**src/rtl/sluli_pkg.sv**
```systemverilog
// Package for the sequence list unit: action and status codes, sequencer states
// and the result record passed from the sequencer to the output stage.
// No dependencies.
package sluli_pkg;

  typedef enum logic [1:0] {
    ACT_READ    = 2'd0,
    ACT_INSERT  = 2'd1,
    ACT_REPLACE = 2'd2,
    ACT_REMOVE  = 2'd3
  } act_e;

  localparam logic [1:0] STATUS_OK    = 2'd0;
  localparam logic [1:0] STATUS_RANGE = 2'd1;
  localparam logic [1:0] STATUS_FULL  = 2'd2;

  localparam logic [1:0] TAG_NIL = 2'd0;

  typedef enum logic [3:0] {
    SEQ_CLEAR,
    SEQ_IDLE,
    SEQ_DISPATCH,
    SEQ_RD_WAIT,
    SEQ_INS_CHK,
    SEQ_INS_SHIFT,
    SEQ_INS_WR,
    SEQ_REM_SHIFT,
    SEQ_REM_TOP,
    SEQ_SCAN_GO,
    SEQ_SCAN,
    SEQ_RESP
  } seq_state_e;

  typedef struct packed {
    logic [1:0]  status;
    logic [1:0]  read_tag;
    logic [15:0] read_value;
    logic [8:0]  used_length;
  } res_t;

endpackage

```
**src/rtl/sluli_ctrl.sv**
```systemverilog
// Sequencer of the sequence list unit: drives the entry RAM one address per cycle
// for clear, shift and backward scan, and tracks the last used index.
// Depends on sluli_pkg.
module sluli_ctrl #(
  parameter int unsigned TABLE_DEPTH = 256,
  parameter int unsigned VALUE_BITS  = 16
) (
  input  logic                           clk_i,
  input  logic                           rst_ni,
  input  logic                           in_valid_i,
  output logic                           in_ready_o,
  input  logic [1:0]                     action_i,
  input  logic [7:0]                     position_i,
  input  logic [1:0]                     entry_tag_i,
  input  logic [15:0]                    entry_value_i,
  output logic                           res_valid_o,
  input  logic                           res_ready_i,
  output sluli_pkg::res_t                res_o,
  output logic                           ram_we_o,
  output logic [$clog2(TABLE_DEPTH)-1:0] ram_waddr_o,
  output logic [VALUE_BITS+1:0]          ram_wdata_o,
  output logic                           ram_re_o,
  output logic [$clog2(TABLE_DEPTH)-1:0] ram_raddr_o,
  input  logic [VALUE_BITS+1:0]          ram_rdata_i
);

  localparam int unsigned AW = $clog2(TABLE_DEPTH);
  localparam int unsigned DW = VALUE_BITS + 2;
  localparam int unsigned CW = AW + 9;
  localparam logic [AW-1:0] TOP = AW'(TABLE_DEPTH - 1);

  sluli_pkg::seq_state_e state_q, state_d;
  sluli_pkg::act_e       act_q, act_d;
  logic [AW-1:0]         pos_q, pos_d;
  logic                  range_ok_q, range_ok_d;
  logic [1:0]            tag_q, tag_d;
  logic [VALUE_BITS-1:0] val_q, val_d;
  logic [AW-1:0]         addr_q, addr_d;
  logic [AW-1:0]         last_q, last_d;
  logic                  has_q, has_d;
  logic [1:0]            status_q, status_d;
  logic [1:0]            rtag_q, rtag_d;
  logic [15:0]           rval_q, rval_d;

  logic [1:0]            rd_tag;
  logic [VALUE_BITS-1:0] rd_val;
  logic [DW-1:0]         new_word;
  logic                  new_nil;
  logic                  pos_le_last;
  logic                  pos_in_range;

  assign rd_tag       = ram_rdata_i[DW-1 -: 2];
  assign rd_val       = ram_rdata_i[VALUE_BITS-1:0];
  assign new_nil      = (tag_q == sluli_pkg::TAG_NIL);
  assign new_word     = {tag_q, val_q};
  assign pos_le_last  = has_q && (pos_q <= last_q);
  assign pos_in_range = (CW'(position_i) < CW'(TABLE_DEPTH));

  // next state
  always_comb begin
    state_d = state_q;
    unique case (state_q)
      sluli_pkg::SEQ_CLEAR: begin
        if (addr_q == TOP) state_d = sluli_pkg::SEQ_IDLE;
      end
      sluli_pkg::SEQ_IDLE: begin
        if (in_valid_i) state_d = sluli_pkg::SEQ_DISPATCH;
      end
      sluli_pkg::SEQ_DISPATCH: begin
        if (!range_ok_q) begin
          state_d = sluli_pkg::SEQ_RESP;
        end else begin
          unique case (act_q)
            sluli_pkg::ACT_READ:   state_d = sluli_pkg::SEQ_RD_WAIT;
            sluli_pkg::ACT_INSERT: state_d = sluli_pkg::SEQ_INS_CHK;
            sluli_pkg::ACT_REPLACE: begin
              if (new_nil && has_q && (pos_q == last_q)) state_d = sluli_pkg::SEQ_SCAN_GO;
              else state_d = sluli_pkg::SEQ_RESP;
            end
            sluli_pkg::ACT_REMOVE: begin
              if (pos_q == TOP) state_d = sluli_pkg::SEQ_REM_TOP;
              else state_d = sluli_pkg::SEQ_REM_SHIFT;
            end
            default: state_d = sluli_pkg::SEQ_RESP;
          endcase
        end
      end
      sluli_pkg::SEQ_RD_WAIT: state_d = sluli_pkg::SEQ_RESP;
      sluli_pkg::SEQ_INS_CHK: begin
        priority if (rd_tag != sluli_pkg::TAG_NIL) state_d = sluli_pkg::SEQ_RESP;
        else if (pos_q == TOP) state_d = sluli_pkg::SEQ_INS_WR;
        else state_d = sluli_pkg::SEQ_INS_SHIFT;
      end
      sluli_pkg::SEQ_INS_SHIFT: begin
        if (addr_q == pos_q) state_d = sluli_pkg::SEQ_INS_WR;
      end
      sluli_pkg::SEQ_INS_WR: state_d = sluli_pkg::SEQ_RESP;
      sluli_pkg::SEQ_REM_SHIFT: begin
        if (addr_q == TOP) state_d = sluli_pkg::SEQ_REM_TOP;
      end
      sluli_pkg::SEQ_REM_TOP: begin
        if (pos_le_last) state_d = sluli_pkg::SEQ_SCAN_GO;
        else state_d = sluli_pkg::SEQ_RESP;
      end
      sluli_pkg::SEQ_SCAN_GO: state_d = sluli_pkg::SEQ_SCAN;
      sluli_pkg::SEQ_SCAN: begin
        if ((rd_tag != sluli_pkg::TAG_NIL) || (addr_q == '0)) state_d = sluli_pkg::SEQ_RESP;
      end
      sluli_pkg::SEQ_RESP: begin
        if (res_ready_i) state_d = sluli_pkg::SEQ_IDLE;
      end
      default: state_d = sluli_pkg::SEQ_IDLE;
    endcase
  end

  // datapath and RAM control
  always_comb begin
    act_d       = act_q;
    pos_d       = pos_q;
    range_ok_d  = range_ok_q;
    tag_d       = tag_q;
    val_d       = val_q;
    addr_d      = addr_q;
    last_d      = last_q;
    has_d       = has_q;
    status_d    = status_q;
    rtag_d      = rtag_q;
    rval_d      = rval_q;
    ram_we_o    = 1'b0;
    ram_waddr_o = addr_q;
    ram_wdata_o = '0;
    ram_re_o    = 1'b0;
    ram_raddr_o = addr_q;
    unique case (state_q)
      sluli_pkg::SEQ_CLEAR: begin
        ram_we_o = 1'b1;
        addr_d   = addr_q + 1'b1;
      end
      sluli_pkg::SEQ_IDLE: begin
        if (in_valid_i) begin
          act_d      = sluli_pkg::act_e'(action_i);
          pos_d      = AW'(position_i);
          range_ok_d = pos_in_range;
          tag_d      = entry_tag_i;
          val_d      = (entry_tag_i == sluli_pkg::TAG_NIL) ? '0 : VALUE_BITS'(entry_value_i);
          status_d   = sluli_pkg::STATUS_OK;
          rtag_d     = '0;
          rval_d     = '0;
        end
      end
      sluli_pkg::SEQ_DISPATCH: begin
        if (!range_ok_q) begin
          status_d = sluli_pkg::STATUS_RANGE;
        end else begin
          unique case (act_q)
            sluli_pkg::ACT_READ: begin
              ram_re_o    = 1'b1;
              ram_raddr_o = pos_q;
            end
            sluli_pkg::ACT_INSERT: begin
              ram_re_o    = 1'b1;
              ram_raddr_o = TOP;
            end
            sluli_pkg::ACT_REPLACE: begin
              ram_we_o    = 1'b1;
              ram_waddr_o = pos_q;
              ram_wdata_o = new_word;
              if (!new_nil) begin
                if (!has_q || (pos_q > last_q)) begin
                  last_d = pos_q;
                  has_d  = 1'b1;
                end
              end else if (has_q && (pos_q == last_q)) begin
                addr_d = pos_q;
              end
            end
            sluli_pkg::ACT_REMOVE: begin
              if (pos_q != TOP) begin
                ram_re_o    = 1'b1;
                ram_raddr_o = pos_q + 1'b1;
                addr_d      = pos_q + 1'b1;
              end
            end
            default: ;
          endcase
        end
      end
      sluli_pkg::SEQ_RD_WAIT: begin
        rtag_d = rd_tag;
        rval_d = (rd_tag != sluli_pkg::TAG_NIL) ? 16'(rd_val) : 16'd0;
      end
      sluli_pkg::SEQ_INS_CHK: begin
        if (rd_tag != sluli_pkg::TAG_NIL) begin
          status_d = sluli_pkg::STATUS_FULL;
        end else if (pos_q != TOP) begin
          ram_re_o    = 1'b1;
          ram_raddr_o = TOP - 1'b1;
          addr_d      = TOP - 1'b1;
        end
      end
      sluli_pkg::SEQ_INS_SHIFT: begin
        ram_we_o    = 1'b1;
        ram_waddr_o = addr_q + 1'b1;
        ram_wdata_o = ram_rdata_i;
        if (addr_q != pos_q) begin
          ram_re_o    = 1'b1;
          ram_raddr_o = addr_q - 1'b1;
          addr_d      = addr_q - 1'b1;
        end
      end
      sluli_pkg::SEQ_INS_WR: begin
        ram_we_o    = 1'b1;
        ram_waddr_o = pos_q;
        ram_wdata_o = new_word;
        if (pos_le_last) begin
          last_d = last_q + 1'b1;
        end else if (!new_nil) begin
          last_d = pos_q;
          has_d  = 1'b1;
        end
      end
      sluli_pkg::SEQ_REM_SHIFT: begin
        ram_we_o    = 1'b1;
        ram_waddr_o = addr_q - 1'b1;
        ram_wdata_o = ram_rdata_i;
        if (addr_q != TOP) begin
          ram_re_o    = 1'b1;
          ram_raddr_o = addr_q + 1'b1;
          addr_d      = addr_q + 1'b1;
        end
      end
      sluli_pkg::SEQ_REM_TOP: begin
        ram_we_o    = 1'b1;
        ram_waddr_o = TOP;
        if (pos_le_last) addr_d = last_q;
      end
      sluli_pkg::SEQ_SCAN_GO: begin
        ram_re_o = 1'b1;
      end
      sluli_pkg::SEQ_SCAN: begin
        priority if (rd_tag != sluli_pkg::TAG_NIL) begin
          last_d = addr_q;
          has_d  = 1'b1;
        end else if (addr_q == '0) begin
          last_d = '0;
          has_d  = 1'b0;
        end else begin
          ram_re_o    = 1'b1;
          ram_raddr_o = addr_q - 1'b1;
          addr_d      = addr_q - 1'b1;
        end
      end
      sluli_pkg::SEQ_RESP: ;
      default: ;
    endcase
  end

  always_ff @(posedge clk_i or negedge rst_ni) begin
    if (!rst_ni) begin
      state_q <= sluli_pkg::SEQ_CLEAR;
      addr_q  <= '0;
      last_q  <= '0;
      has_q   <= 1'b0;
    end else begin
      state_q <= state_d;
      addr_q  <= addr_d;
      last_q  <= last_d;
      has_q   <= has_d;
    end
  end

  always_ff @(posedge clk_i) begin
    act_q      <= act_d;
    pos_q      <= pos_d;
    range_ok_q <= range_ok_d;
    tag_q      <= tag_d;
    val_q      <= val_d;
    status_q   <= status_d;
    rtag_q     <= rtag_d;
    rval_q     <= rval_d;
  end

  assign in_ready_o  = (state_q == sluli_pkg::SEQ_IDLE);
  assign res_valid_o = (state_q == sluli_pkg::SEQ_RESP);

  always_comb begin
    res_o.status      = status_q;
    res_o.read_tag    = rtag_q;
    res_o.read_value  = rval_q;
    res_o.used_length = has_q ? 9'({1'b0, last_q} + (AW + 1)'(1)) : 9'd0;
  end

endmodule

```
**config.mk**
```make
export PLATFORM = sky130hd
export DESIGN_NAME = sluli_ctrl
export DESIGN_NICKNAME = d
export VERILOG_FILES = /design/src/rtl/sluli_pkg.sv /design/src/rtl/sluli_ctrl.sv
export SDC_FILE = /design/constraint.sdc
export NUM_CORES = 1
export LEC_CHECK = 0
export ABC_AREA = 0
export ABC_CLOCK_PERIOD_IN_PS = 7200
export BUFFER_PORTS_ARGS = -buffer_cell sky130_fd_sc_hd__buf_4
export CORE_ASPECT_RATIO = 0.8
export CORE_UTILIZATION = 40
export DETAILED_ROUTE_END_ITERATION = 6
export GPL_TIMING_DRIVEN = 1
export HOLD_SLACK_MARGIN = 0.12
export SLEW_MARGIN = 0
export SYNTH_ARGS = -nofsm -noshare
export SYNTH_HDL_FRONTEND = slang
export SYNTH_SLANG_ARGS = --single-unit
```
**constraint.sdc**
```tcl
create_clock -name clk_i -period 7.2 [get_ports clk_i]
set_input_delay 1.8 -clock clk_i [delete_from_list [all_inputs] [get_ports clk_i]]
set_output_delay 1.8 -clock clk_i [all_outputs]
set_load 0.005 [all_outputs]
```
### Yosys cells after proc, flatten, opt, wreduce, memory -nomap -nowiden

Cells that the tools add are included.

| storage, ports and cells | value |
|---|---|
| flip-flop bits (word level) | 69 |
| input bits | 50 |
| output and inout bits | 67 |
| word-level logic and storage cells | 151 |

| cells by class | value |
|---|---|
| $add $sub $neg | 5 |
| order comparisons | 2 |
| equal/unequal tests | 39 |
| mux-type cells | 65 |
| bitwise gates (word level) | 1 |
| reduce and logical (&&, ||, !) cells | 28 |

Operators by type and width:

| cell | count |
|---|---|
| 8-bit two-way mux | 18 |
| 8-bit one-hot mux with 5 select lines | 2 |
| 8-bit one-hot mux with 7 select lines | 1 |
| 18-bit one-hot mux with 3 select lines | 1 |
| 8-bit one-hot mux with 3 select lines | 2 |
| 4-bit one-hot mux with 11 select lines | 1 |
| 16-bit two-way mux | 2 |
| 4-bit two-way mux | 8 |
| 16-bit one-hot mux with 2 select lines | 1 |
| 8-bit by 1-bit adder with 8-bit output (second input constant) | 3 |
| 2-bit inequality test (second input constant) | 11 |
| 18-bit two-way mux | 1 |
| 4-bit by 3-bit equality test with 1-bit output (second input constant) | 4 |
| 4-bit equality test (second input constant) | 4 |
| 8-bit equality test | 2 |
| 8-bit equality test (second input constant) | 2 |
| 8-bit inequality test (second input constant) | 2 |
| 4-bit one-hot mux with 4 select lines | 1 |
| 8-bit one-hot mux with 2 select lines | 1 |
| 1-bit two-way mux | 14 |
| 3-bit inequality test (second input constant) | 4 |
| 6-bit AND reduction | 2 |
| 2-bit two-way mux | 5 |
| 8-bit by 1-bit adder with 9-bit output (second input constant) | 1 |
| other kinds (31) | 47 |

### Logic depth before layout (Yosys ltp)

| logic depth | value |
|---|---|
| depth in word-level cells | 6 |
| depth in mapped cells | 12 |
| gate-level depth less buffers | 9 |

### Worst setup path after synthesis

Ideal clock, no wire load.

| timing | value |
|---|---|
| path kind | input to output |
| from | input ram_rdata_i[17] |
| to | output ram_raddr_o[4] |
| data arrival time | 3219 ps |
| data required time | 5400 ps |
| setup slack | 2181 ps |
| stages | 7 |
| path buffers | 1 |
| cells stage by stage | or2_2 > clkbuf_1 > a311oi_2 > nor2_1 > o21ai_0 > nor2_1 > a31oi_1 |

| on the way | value |
|---|---|
| word-level cells in the longest chain between the ends | 3 |
| elaborated cells on any way between the ends | 4 |
| those cells by class | mux (3); reduce/logical (1) |

Ends and longest elaborated chain:

| element | line | source |
|---|---|---|
| start: declaration | sluli_ctrl.sv:24 | `input logic [VALUE_BITS+1:0] ram_rdata_i` |
| 2-bit nonzero test * | sluli_ctrl.sv:193, sluli_ctrl.sv:241 |  |
| 8-bit two-way mux, on equally long branches | - |  |
| 8-bit one-hot mux with 5 select lines * | sluli_ctrl.sv:134 | `unique case (state_q)` |
| end: declaration | sluli_ctrl.sv:23 | `output logic [$clog2(TABLE_DEPTH)-1:0] ram_raddr_o,` |

Mark *: on every way between the ends. The rest lies on a longest branch, timed or not.

### Worst setup path in the final report

Same ends and word-level chain as after synthesis.

==> summary.md <==
| Metric | Value |
|---|---|
| Cell family with the largest share of critical-path delay | `compound AO/OA/AOI/OAI gates` |
| Max stage delay on crit path | `0.56 ns` |
| Routed vias/inst | `6.167` |
| Nets | `780` |
| Clock Sinks | `68` |
| # resized after CTS | `0` |
| Vias in the first global route | `5352` |
| Main area contributors after synthesis | `edfxtp_1 25%, dfrtp_1 9.4%, nand2_1 3.6%` |
| Hold Path Class | `reg -> reg` |
| Die width | `134.4 um` |
| Count of final hold-check violations | `0` |
| DRC viols | `0` |
| Cells after Synth | `641` |
| PnR worst setup slack | `1.636 ns` |
| Detailed Route Iter0 Violations | `647` |
| Critical Path Sink Type | `output port` |
| Worst Tran Pin Value | `1.115 ns` |
| FF+latch count, synth | `68` |
| Antenna Nets Post-Route | `0` |
| Netlist cell types | `76` |
| Drt total wl | `19850 um` |
| Most common cell after layout, fill and taps aside | `buf_4` |
| Largest net degree at the start of global routing | `29` |
| EDFF count, synth | `47` |
| Clock buffer count from CTS | `9` |
| Most frequent cells in the layout | `119 x buf_4, 54 x nand2_1, 52 x nor2_1` |
| Crit path cell chain | `buf_4 > or2_2 > a311oi_2 > nor2_1 > o21ai_0 > nor2_1 > a31oi_1 > buf_4` |
| DIE HEIGHT | `107.9 um` |
| Pre-CTS WS | `1.713 ns` |
| Power per cell area | `426.1 nW/um^2` |
| Area Overhead vs Synth | `21.01%` |
| Warnings, synthesis | `0` |
| Die area | `14500 um^2` |
| XOR/XNOR Fraction of Synth Area | `4.216%` |
| Peak VDD IR | `0.2317 mV` |
| Synthesized net count | `704` |
| Final setup viols | `0` |
| Final Critical Period | `5.564 ns` |
| Post-synth ARST share | `30.88%` |
| Row count | `38` |
| ANT cells | `0` |
| Initial antenna violation count | `0` |
| Placed insts | `886` |
| FMAX | `179.7 MHz` |
| Total Power | `2.892 mW` |
| Routed len/inst | `22.00 um` |
| IO Count | `117` |
| Mean Syn Cell Area | `8.751 um^2` |
| Final non-filler cell total | `902` |
| Buf/Inv on CP | `2` |
| CTS Hold Bufs | `0` |
| Post-synthesis adder-cell area fraction | `2.900%` |
| Clock tree buffer depth | `2` |
| CP required | `5.40 ns` |
| CORE AREA | `13600 um^2` |
| Root Driver | `clkbuf_16` |
| Placed inst area | `6470 um^2` |
| DRT Pass-1 Iters | `5` |
| Slew Limit Headroom | `25.57%` |
| Status | `complete, no violations` |
| Clock skew | `0.01573 ns` |
| P_leak | `2.740 nW` |
| Post-route cell area | `6788 um^2` |
| CTS tree | `built` |
| First-pass GRT wire length | `30950 um` |
| Ys flop type | `edfxtp_1` |
| Utilization after layout | `49.92%` |
| Worst-Skew Late Latency | `0.35 ns` |
| Number of setup buffers added after CTS | `0` |
| Synth area leader | `edfxtp_1` |
| Total track usage | `28.37%` |
| Post-synthesis mux area share | `3.547%` |
| Max-cap violations | `0` |
| Layout cells sized above 1 | `21.88%` |
| Clk slew on worst S/H paths | `0.06 ns` |
| Data arrival, critical path | `3.76 ns` |
| WS Path Type | `in -> out` |
| Slowest CP cell | `a311oi_2` |
| Simple-gate area share of the yosys netlist | `23.56%` |
| Min-Delay Startpoint | `last_q[3]` |
| Port bufs | `115` |
| Initial Utilization | `41.25%` |
| Synthesized cell area | `5609 um^2` |
| Worst reg2reg path startpoint | `pos_q[0]` |
| Hold_ws | `0.5756 ns` |
| Worst Path Max Fanout | `7` |
| GRT overflow | `0` |
| Final worst-path cycle share | `77.27%` |
| Worst Setup SP | `ram_rdata_i[17]` |
| Main combinational cell family by area after synthesis | `compound AO/OA/AOI/OAI gates` |
| Fin Setup TNS | `0 ns` |
| RSZ-0062 raised after global routing | `no` |
| H-tree depth | `3` |
| Vias | `5563` |
| Seq/Total Area, Yosys | `34.53%` |
| CP Launch Type | `input port` |
| GP Congestion | `0.9693` |
| Share of the synthesized area in the top cell type | `25.16%` |
| Slew Viols, Final | `0` |
| HPWL after detailed placement | `14480 um` |
| Synth Area in Compound Gates | `25.45%` |
[cell families after synthesis]
kind of cell               count (synthesis)
and+or+nand+nor                          246
other                                      1
AOI/OAI and AO/OA                        197
adders and majority gates                 13
xor gates and xnor gates                  27
muxes                                     18
DFF                                       68
buffers and inverters                     71
[report_power, final]
part / internal, mW / switching [mW] / total (mW) / leakage, nW
combinational: 0.717 / 0.913 / 1.63 / 1.91
clock: 0.306 / 0.183 / 0.489 / 0.150
sequential: 0.547 / 0.227 / 0.773 / 0.682
total: 1.57 / 1.32 / 2.89 / 2.74
[worst register-to-register path, cell delays in order, from the launching register on]
cell and delay (ns):
edfxtp_1 0.69, inv_1 0.26, ha_1 0.27, nor2b_1 0.12, o21bai_1 0.08, a21o_1 0.17, a31oi_1 0.73, a21oi_1 0.26
o21ai_4 0.38, mux2_4 0.33
[registers in the layout (all words and copies together) (netlist names)]
name      flops
act_q         2
addr_q        8
has_q         1
last_q        8
pos_q         8
rtag_q        2
rval_q       16
state_q       4
status_q      1
tag_q         2
val_q        16
[layout make-up]
class / count / area, um^2
Tap cell: 180 / 225.2
Multi-Input combinational cell: 502 / 3351
Clock inverter: 5 / 85.08
Clock buffer: 11 / 232.7
Timing Repair Buffer: 119 / 893.4
Inverter: 17 / 63.81
Sequential cell: 68 / 1937
Fill cell: 1364 / 6810
[layer usage]
| metal | track usage [%] | vias to the layer above | wire [um] |
|---|---|---|---|
| met5 | 0 | - | 0 |
| met4 | 6.982 | 0 | 284 |
| met3 | 7.298 | 30 | 2089 |
| met2 | 42.15 | 317 | 8431 |
| met1 | 40.84 | 2655 | 9040 |
| li1 | - | 2561 | - |
[synthesized netlist by cell type, drive strengths merged (16+ instances only)]
| cell type | number |
|---|---|
| a21oi | 33 |
| and2 | 30 |
| buf | 26 |
| dfrtp | 21 |
| a22o | 18 |
| nand2 | 54 |
| nand3 | 23 |
| edfxtp | 47 |
| clkbuf | 28 |
| inv | 17 |
| o21ai | 37 |
| nor2 | 53 |
| xnor2 | 16 |
| a31oi | 17 |
| nor2b | 27 |
[path summary, 6_finish.rpt]
path                                   to  slack (ns)  cells past startpoint
min reg2reg                     last_q[3]        0.58                      1
max in group asynchronous       last_q[2]        5.56                      1
min                             last_q[3]        0.58                      1
min in group asynchronous       addr_q[2]        1.36                      1
max reg2reg                     last_q[3]        3.79                      9
max                        ram_raddr_o[4]        1.64                      8
Power figures use the tool's default switching activity.
